===== config.mk =====
export PLATFORM = sky130hd
export DESIGN_NAME = tuner_pll_frame_decoder
export DESIGN_NICKNAME = d
export VERILOG_FILES = /design/src/tpfd_pkg.sv /design/src/tuner_pll_frame_decoder.sv /design/src/tpfd_decode.sv
export SDC_FILE = /design/constraint.sdc
export NUM_CORES = 1
export LEC_CHECK = 0
export CAP_MARGIN = 20
export CORE_ASPECT_RATIO = 2
export CORE_UTILIZATION = 55
export CTS_CLUSTER_DIAMETER = 40
export CTS_CLUSTER_SIZE = 8
export DETAILED_ROUTE_END_ITERATION = 16
export DONT_BUFFER_PORTS = 1
export GPL_ROUTABILITY_DRIVEN = 0
export PLACE_DENSITY = 0.7
export SKIP_CTS_REPAIR_TIMING = 1
export SYNTH_ARGS = -nofsm -noshare
export SYNTH_HDL_FRONTEND = slang
export SYNTH_HIERARCHICAL = 1
export SYNTH_SLANG_ARGS = --single-unit

===== constraint.sdc =====
create_clock -name clk -period 15.25 [get_ports clk]
set_clock_uncertainty 0.15 [all_clocks]
set_input_delay 0 -clock clk [delete_from_list [all_inputs] [get_ports clk]]
set_output_delay 0 -clock clk [all_outputs]
set_load 0.02 [all_outputs]

===== src/tpfd_pkg.sv =====
// ----------------------------------------------------------------------------
// tpfd_pkg
// Shared types, codes and constants for the tuner PLL frame decoder.
// ----------------------------------------------------------------------------
package tpfd_pkg;

	// frame byte codes
	localparam logic [7:0] CTRL_FM       = 8'h54;
	localparam logic [7:0] CTRL_MW       = 8'h19;
	localparam logic [7:0] CTRL_LW       = 8'h1D;
	localparam logic [7:0] CTRL_PERSIST  = 8'h88;
	localparam logic [7:0] CTRL_TRANS    = 8'h98;
	localparam logic [7:0] LEAD_TRANS    = 8'hEB;
	localparam logic [7:0] LEAD_ANY_BAND = 8'hE3;
	localparam logic [7:0] LEAD_MW       = 8'hEF;
	localparam logic [7:0] LEAD_LW       = 8'hED;
	localparam logic [7:0] SEL_FM_A      = 8'h4C;
	localparam logic [7:0] SEL_FM_B      = 8'hCC;
	localparam logic [7:0] SEL_MW        = 8'h4D;
	localparam logic [7:0] SEL_LW        = 8'h4F;

	// scaling constants
	localparam logic [15:0] STEP_FM      = 16'd50000;
	localparam logic [15:0] STEP_MW      = 16'd1125;
	localparam logic [15:0] STEP_LW      = 16'd125;
	localparam logic [31:0] IF_FM        = 32'd10700000;
	localparam logic [27:0] IF_AM        = 28'd450000;
	// FM band 76..108 MHz after the IF offset, as PLL counts
	localparam logic [15:0] FM_COUNT_MIN = 16'd1734;
	localparam logic [15:0] FM_COUNT_MAX = 16'd2374;

	typedef enum logic [1:0] {
		KIND_UNKNOWN = 2'd0,
		KIND_FREQ    = 2'd1,
		KIND_PERSIST = 2'd2,
		KIND_TRANS   = 2'd3
	} kind_t;

	typedef enum logic [1:0] {
		BAND_NONE = 2'd0,
		BAND_FM   = 2'd1,
		BAND_MW   = 2'd2,
		BAND_LW   = 2'd3
	} band_t;

	typedef enum logic [1:0] {
		ANT_NONE = 2'd0,
		ANT_A    = 2'd1,
		ANT_B    = 2'd2
	} ant_t;

	typedef struct packed {
		logic [7:0] first_byte;
		logic [7:0] second_byte;
		logic [7:0] third_byte;
	} frame_t;

	typedef struct packed {
		kind_t              frame_kind;
		band_t              band;
		ant_t               antenna;
		logic signed [27:0] tuned_hz;
	} result_t;

	// mirror the bit order of one byte
	function automatic logic [7:0] flip8(input logic [7:0] b);
		logic [7:0] r;
		for (int k = 0; k < 8; k++) begin
			r[7 - k] = b[k];
		end
		return r;
	endfunction

endpackage


===== src/tuner_pll_frame_decoder.sv =====
// ----------------------------------------------------------------------------
// tuner_pll_frame_decoder
// Decodes three-byte tuner PLL control frames into kind, band, antenna and
// tuned frequency in hertz.
// ----------------------------------------------------------------------------
// Usage:
//   A frame beat is taken on any clock edge with start high; busy stays low,
//   so a new frame may be offered every cycle.
//   Each frame gives exactly one result beat on the result port, marked by a
//   one-cycle done strobe, once the frame has passed the input register and
//   then the decode into the result register, both registers in that order.
//   Throughput is one frame per cycle, set by the single-pass decode with one
//   shared constant multiplier between the two registers.
//   The receiver cannot stall; every done beat must be captured when shown.
//   Reset (arst_n low) clears the pipeline valid flags, so no done strobe
//   follows reset until a new frame is taken. No configuration is held.
// ----------------------------------------------------------------------------
module tuner_pll_frame_decoder (
	input  logic              clk,
	input  logic              arst_n,
	input  logic              start,
	output logic              busy,
	input  tpfd_pkg::frame_t  frame,
	output logic              done,
	output tpfd_pkg::result_t result
);

	logic              valid_s1;
	tpfd_pkg::frame_t  frame_s1;
	logic              valid_s2;
	tpfd_pkg::result_t result_s2;
	tpfd_pkg::result_t decoded;

	assign busy = 1'b0;

	// input register: valid flag
	always_ff @(posedge clk or negedge arst_n) begin
		if (!arst_n) begin
			valid_s1 <= 1'b0;
		end else begin
			valid_s1 <= start && !busy;
		end
	end

	// input register: frame beat
	always_ff @(posedge clk) begin
		if (start && !busy) begin
			frame_s1 <= frame;
		end
	end

	tpfd_decode u_decode (
		.frame  (frame_s1),
		.result (decoded)
	);

	// result register: valid flag
	always_ff @(posedge clk or negedge arst_n) begin
		if (!arst_n) begin
			valid_s2 <= 1'b0;
		end else begin
			valid_s2 <= valid_s1;
		end
	end

	// result register: decoded beat
	always_ff @(posedge clk) begin
		if (valid_s1) begin
			result_s2 <= decoded;
		end
	end

	assign done   = valid_s2;
	assign result = result_s2;

endmodule


===== src/tpfd_decode.sv =====
// ----------------------------------------------------------------------------
// tpfd_decode
// Combinational decode of one registered frame into kind, band, antenna
// and tuned frequency.
// ----------------------------------------------------------------------------
module tpfd_decode (
	input  tpfd_pkg::frame_t  frame,
	output tpfd_pkg::result_t result
);

	logic [15:0] count;
	logic [15:0] step;
	logic [31:0] prod;
	logic [26:0] am_half;
	logic [27:0] fm_freq;
	logic [27:0] am_freq;
	logic        fm_in_band;

	// pll count, low byte first, each byte mirrored
	assign count = {tpfd_pkg::flip8(frame.second_byte), tpfd_pkg::flip8(frame.first_byte)};

	// one shared multiplier, step chosen by the control byte
	always_comb begin
		priority if (frame.third_byte == tpfd_pkg::CTRL_FM) begin
			step = tpfd_pkg::STEP_FM;
		end else if (frame.third_byte == tpfd_pkg::CTRL_MW) begin
			step = tpfd_pkg::STEP_MW;
		end else begin
			step = tpfd_pkg::STEP_LW;
		end
	end

	assign prod = 32'(count) * 32'(step);

	// fm: subtract if offset; am: half-hertz round up then subtract if
	assign fm_freq    = 28'(prod - tpfd_pkg::IF_FM);
	assign am_half    = 27'((28'(prod[26:0]) + 28'd1) >> 1);
	assign am_freq    = 28'(am_half) - tpfd_pkg::IF_AM;
	assign fm_in_band = (count >= tpfd_pkg::FM_COUNT_MIN) && (count <= tpfd_pkg::FM_COUNT_MAX);

	// frame classification in priority order
	always_comb begin
		result.frame_kind = tpfd_pkg::KIND_UNKNOWN;
		result.band       = tpfd_pkg::BAND_NONE;
		result.antenna    = tpfd_pkg::ANT_NONE;
		result.tuned_hz   = '0;
		priority if (frame.third_byte == tpfd_pkg::CTRL_FM) begin
			if (fm_in_band) begin
				result.frame_kind = tpfd_pkg::KIND_FREQ;
				result.band       = tpfd_pkg::BAND_FM;
				result.tuned_hz   = fm_freq;
			end
		end else if (frame.third_byte == tpfd_pkg::CTRL_MW) begin
			result.frame_kind = tpfd_pkg::KIND_FREQ;
			result.band       = tpfd_pkg::BAND_MW;
			result.tuned_hz   = am_freq;
		end else if (frame.third_byte == tpfd_pkg::CTRL_LW) begin
			result.frame_kind = tpfd_pkg::KIND_FREQ;
			result.band       = tpfd_pkg::BAND_LW;
			result.tuned_hz   = am_freq;
		end else if (frame.third_byte == tpfd_pkg::CTRL_PERSIST
				&& frame.first_byte == tpfd_pkg::LEAD_ANY_BAND
				&& frame.second_byte == tpfd_pkg::SEL_FM_A) begin
			result.frame_kind = tpfd_pkg::KIND_PERSIST;
			result.band       = tpfd_pkg::BAND_FM;
			result.antenna    = tpfd_pkg::ANT_A;
		end else if (frame.third_byte == tpfd_pkg::CTRL_PERSIST
				&& frame.first_byte == tpfd_pkg::LEAD_ANY_BAND
				&& frame.second_byte == tpfd_pkg::SEL_FM_B) begin
			result.frame_kind = tpfd_pkg::KIND_PERSIST;
			result.band       = tpfd_pkg::BAND_FM;
			result.antenna    = tpfd_pkg::ANT_B;
		end else if (frame.third_byte == tpfd_pkg::CTRL_PERSIST
				&& (frame.first_byte == tpfd_pkg::LEAD_ANY_BAND
				|| frame.first_byte == tpfd_pkg::LEAD_MW)
				&& frame.second_byte == tpfd_pkg::SEL_MW) begin
			result.frame_kind = tpfd_pkg::KIND_PERSIST;
			result.band       = tpfd_pkg::BAND_MW;
		end else if (frame.third_byte == tpfd_pkg::CTRL_PERSIST
				&& (frame.first_byte == tpfd_pkg::LEAD_ANY_BAND
				|| frame.first_byte == tpfd_pkg::LEAD_LW)
				&& frame.second_byte == tpfd_pkg::SEL_LW) begin
			result.frame_kind = tpfd_pkg::KIND_PERSIST;
			result.band       = tpfd_pkg::BAND_LW;
		end else if (frame.first_byte == tpfd_pkg::LEAD_TRANS
				|| frame.third_byte == tpfd_pkg::CTRL_TRANS) begin
			result.frame_kind = tpfd_pkg::KIND_TRANS;
		end else begin
			result.frame_kind = tpfd_pkg::KIND_UNKNOWN;
		end
	end

endmodule

==> impl_metrics.tcl, run 1 <==
set metrics [dict create \
    outcome "complete, no violations" \
    totalWireLength_um 29310 \
    cts_buffers 9 \
    drive_gt1_share_pct 5.637 \
    ys_types 97 \
    synth_edf_count 58 \
    ioPinCount 63 \
    critical_path_class "reg2reg" \
    r2r_cells 27 \
    drv_slew 0 \
    dr_total_vias 8419 \
    synthTopCellsByArea "fa_1, edfxtp_1, ha_1" \
    fp.dieW_um 99.67 \
    dieArea_um2 19670 \
    r2r_setup_slack_ns 4.93 \
    synth_top_cell_by_area "fa_1" \
    slew_headroom_pct 30.88 \
    cts_tree "done" \
    core-area_um2 18740 \
    startpoint_type "flip-flop" \
    setup_viol_count_final 0 \
    fmax_mhz 96.94 \
    clk_path_buf_depth 2 \
    grt_max_degree 36 \
    timing.hold.ws_ns 0.1182 \
    track_usage_pct 31.27 \
    root_buffer "clkbuf_16" \
    dr.pass1.iters 5 \
    synth_area_um2 10490 \
    num_rows 71 \
    regToRegStartpoint "frame_s1[1]" \
    maxCapViolations 0 \
    hold_class "in2reg" \
    clkSinkCount 60 \
    numPlacedInstances 1364 \
    synth_top_cell_area_share_pct 21.37 \
    synth-seq-cells 60 \
    placedInstanceArea_um2 10680 \
    min_from "frame[18]" \
    antenna_left 0 \
    drc 0 \
    crit_required_ns 15.20 \
    syn_area_per_cell_um2 9.196 \
    fin_cells 1408 \
    antenna_found_initial 0 \
    dp_hpwl_um 23870 \
    final.setup.tns_ns 0 \
    drt_iter0_markers 353 \
    yosys_most_used_dff "edfxtp_1" \
    crit_fanout 23 \
    synth_nets 1402 \
    r2r-end "result[23]" \
    rsz0062_at_grt "false" \
    hold_viol 0 \
    layout_min_cycle_time_ns 10.32 \
    seq_area_frac_synth_pct 17.08 \
    area_growth_pct 7.262 \
    syn_inst 1141 \
    htreeDepth 3 \
    initial_core_util_pct 55.98 \
    grt_pass1_vias 8768 \
    hold_path_end "frame_s1[18]" \
    cp_data_arrival_time_ns 10.27 \
    via_per_inst 5.979 \
    n_antenna_cell 0 \
    worstMarginPinSlew_ns 1.037 \
    final_cell_mix "inv_1, ha_1, fa_1, nand2_1, nor2_1" \
    nFillCells 1632 \
    fin_nets 1409 \
    critPathCaptureType "flip-flop" \
    post_drt_wl_per_cell_um 20.82 \
    hold_depth 1 \
    final_area_um2 11250 \
    min_period_over_period_pct 67.64 \
    layout_commonest_cell "inv_1" \
    grt_overflow 0 \
    die_y_um 197.3 \
    path_clk_slew_ns 0.06 \
    yosysWarningCount 6 \
    ys_async_sr_fraction_pct 3.333 \
    numPortBuffers 0 \
    grt_pass1_wl_um 46020 \
    clk-insertion-delay-late_ns 0.36 \
]
==> worst max-delay path, cell delays in order (launching register included) <==
cell and delay [ns]:
edfxtp_1 0.43, nor4b_1 0.48, and3_1 0.75, nand2b_1 0.76
nand2_1 0.28, fa_1 0.47, fa_1 0.56, inv_1 0.06
fa_1 0.50, inv_1 0.05, fa_1 0.47, inv_1 0.05
fa_1 0.54, inv_1 0.06, fa_1 0.53, inv_1 0.04
ha_1 0.38, a21oi_1 0.33, and2_1 0.21, a211oi_2 0.11
or2_2 0.35, o41a_1 0.45, o21ai_0 0.44, nand4_1 0.21
o21ai_0 0.37, mux2_2 0.38, a221o_1 0.25, or3_1 0.37
==> sequential cells by signal, indices dropped and copies added (netlist names) <==
register	count
done	1
frame_s1	24
result	34
valid_s1	1
==> layout make-up <==
cell class              count  area, µm²  area share, %
multi-input cells         838       7764          68.98
flip-flops and latches     60       1793          15.93
well taps                 255      319.1          2.835
clock buffers              12      256.5          2.279
repair buffers             32      320.3          2.846
inverters                 207      777.0          6.904
clock inverters             4      25.02         0.2223
==> metrics by stage <==
step | utilization, % | worst slack [ns]
floorplan | - | 6.955
global placement | 56.99 | 5.210
detailed placement | 56.99 | 5.088
CTS | 58.49 | 5.080
global route | 60.04 | 4.512
finish | 60.04 | 4.935
==> worst max path at each step <==
| stage | endpoint | slack (ns) | startpoint | cells after the start |
|---|---|---|---|---|
| 6_report | result[23] | 4.93 | frame_s1[1] | 27 |
| 5_1_grt | result[23] | 4.51 | frame_s1[1] | 27 |
| 2_1_floorplan | result[23] | 6.95 | frame_s1[1] | 30 |
| 3_3_place_gp | result[23] | 5.21 | frame_s1[1] | 27 |
| 3_5_place_dp | result[23] | 5.09 | frame_s1[1] | 27 |
| 4_1_cts | result[23] | 5.08 | frame_s1[1] | 27 |
==> per-layer routing <==
metal  track usage, %  routed length (µm)  up-vias
li1                 -                   -     3937
met1            31.28                9939     4098
met2            57.96               16150      278
met3            4.105                1057      106
met4            22.60                2168        0
met5                0                   0        -
==> cell families after synthesis <==
| kind of cell | synth area share (%) |
|---|---|
| mux | 0.1073 |
| compound gates | 14.44 |
| fa+ha+maj | 35.92 |
| buf+inv | 8.932 |
| other cells | 0.03574 |
| simple gates | 16.61 |
| flops | 17.08 |
| xor+xnor | 6.881 |
==> cell usage after synthesis (4+ instances only) <==
| cell type | number |
|---|---|
| nor4_1 | 12 |
| a21o_1 | 13 |
| o22ai_1 | 17 |
| o21bai_1 | 5 |
| nand4_1 | 13 |
| nand2b_1 | 5 |
| o211ai_1 | 10 |
| inv_1 | 207 |
| a21oi_1 | 37 |
| clkbuf_1 | 23 |
| and3_1 | 18 |
| nand2_1 | 79 |
| a31oi_1 | 10 |
| nor2_1 | 72 |
| xnor2_2 | 5 |
| a211oi_1 | 6 |
| fa_1 | 112 |
| ha_1 | 122 |
| o21a_1 | 8 |
| and4_1 | 7 |
| o21ai_0 | 32 |
| and2_1 | 21 |
| buf_2 | 8 |
| a211o_1 | 4 |
| nor3_1 | 28 |
| xor2_1 | 15 |
| nand3_1 | 18 |
| o31ai_1 | 4 |
| o211a_1 | 4 |
| xnor2_1 | 55 |
| or3_1 | 14 |
| edfxtp_1 | 58 |
Power of run 1 is left out: the tool's default activity adds up to more than one toggle a clock period on the data nets, which glitch-free logic cannot reach.
==> inputs of run 2 (changes only) <==
- PLACE_DENSITY: 0.7 -> 0.73
- clock period: 15.25 -> 8.8 ns (I/O delays scaled with it)
==> impl_metrics.tcl, run 2 (same netlist as run 1, synthesis figures left out) <==
set metrics [dict create \
    outcome "complete, no violations" \
    dr_total_vias 8673 \
    startpoint_type "flip-flop" \
    drt_iter0_markers 368 \
    fmax_mhz 116.0 \
    min_period_over_period_pct 97.96 \
    slowest_delay_ns 0.56 \
    crit_required_ns 8.75 \
    clk_path_buf_depth 2 \
    pre_cts_ws_ns 0.04268 \
    slew_headroom_pct 40.67 \
    largest_reg_flops 34 \
    hold_depth 1 \
    path_clk_slew_ns 0.06 \
    final_cell_mix "inv_1, ha_1, fa_1, nand2_1, nor2_1" \
    cts_tree "done" \
    fin_nets 1443 \
    setup_viol_count_final 0 \
    grt_pass1_wl_um 45260 \
    ioPinCount 63 \
    initial_core_util_pct 55.98 \
    nFillCells 1597 \
    layout_min_cycle_time_ns 8.621 \
    numPortBuffers 0 \
    dieArea_um2 19670 \
    fin_ws_ns 0.1792 \
    worstMarginPinSlew_ns 0.8899 \
    drive_gt1_share_pct 9.436 \
    via_per_inst 6.015 \
    fp.dieW_um 99.67 \
    antenna_found_initial 0 \
    critPathCaptureType "flip-flop" \
    area_growth_pct 10.96 \
    htreeDepth 3 \
    r2r_cells 27 \
    layout_commonest_cell "inv_1" \
    rsz0062_at_grt "true" \
    slowest_stage "fa_1" \
    cpMostUsedCell "fa_1" \
    crit_fanout 14 \
    maxCapViolations 0 \
    post_drt_wl_per_cell_um 20.67 \
    die_y_um 197.3 \
    grt_pass1_vias 8943 \
    clkSinkCount 60 \
    drv_slew 0 \
    fin_cells 1442 \
    hold_class "in2reg" \
    track_usage_pct 30.78 \
    critical_path_class "reg2reg" \
    core-area_um2 18740 \
    cts_buffers 9 \
    root_buffer "clkbuf_16" \
    clk-insertion-delay-late_ns 0.35 \
    dp_hpwl_um 23210 \
    hold_viol 0 \
    grt_max_degree 36 \
    numPlacedInstances 1388 \
    cp_data_arrival_time_ns 8.57 \
    dr.pass1.iters 7 \
    totalWireLength_um 29810 \
    grt_overflow 0 \
    num_rows 71 \
    n_antenna_cell 0 \
    drc 0 \
    antenna_left 0 \
]
[run 2: final cells by class]
cell class	instances	area (µm²)	area share, %
multi-input combinational	838	7848	67.40
sequential	60	1793	15.40
inverter	207	777.0	6.674
timing repair buffer	66	600.6	5.159
tap	255	319.1	2.740
clock buffer	12	256.5	2.203
clock inverter	4	48.80	0.4191
[run 2: final timing paths]
path | startpoint | slack, ns | end
worst max-delay path | frame_s1[1] | 0.18 | result[23]
worst min-delay path | frame[20] | 0.12 | frame_s1[20]
worst max register to register | frame_s1[1] | 0.18 | result[23]
worst min register to register | frame_s1[15] | 0.72 | result[31]
max in group asynchronous | arst_n | 8.08 | valid_s1
min in group asynchronous | arst_n | 0.28 | done
[run 2: critical path: cells and delay by family, from the launching register on]
kind | cells | cell delay (ns)
simple gates | 9 | 2.51
flops | 1 | 0.49
buf+inv | 6 | 0.44
fa+ha+maj | 7 | 3.47
compound gates | 5 | 1.31
[run 2: routing by layer]
metal	vias up	GRT usage, %	share of wire (%)
met3	133	3.999	4.3
met5	-	0	0
met1	4193	30.40	33
li1	3994	-	-
met4	0	26.74	8.9
met2	353	55.38	54
[run 2: stage by stage]
stage	util (%)	hold slack [ns]	instance area [µm²]	TNS (ns)
2_1_floorplan	-	-0.4456	10490	0
5_1_grt	62.11	0.1292	11640	-0.5958
3_3_place_gp	58.09	-0.4455	10890	0
3_5_place_dp	58.09	-0.4455	10890	0
4_1_cts	59.72	-0.8174	11190	0
6_report	62.11	0.1243	11640	0
Power of run 2 is left out for the same reason.
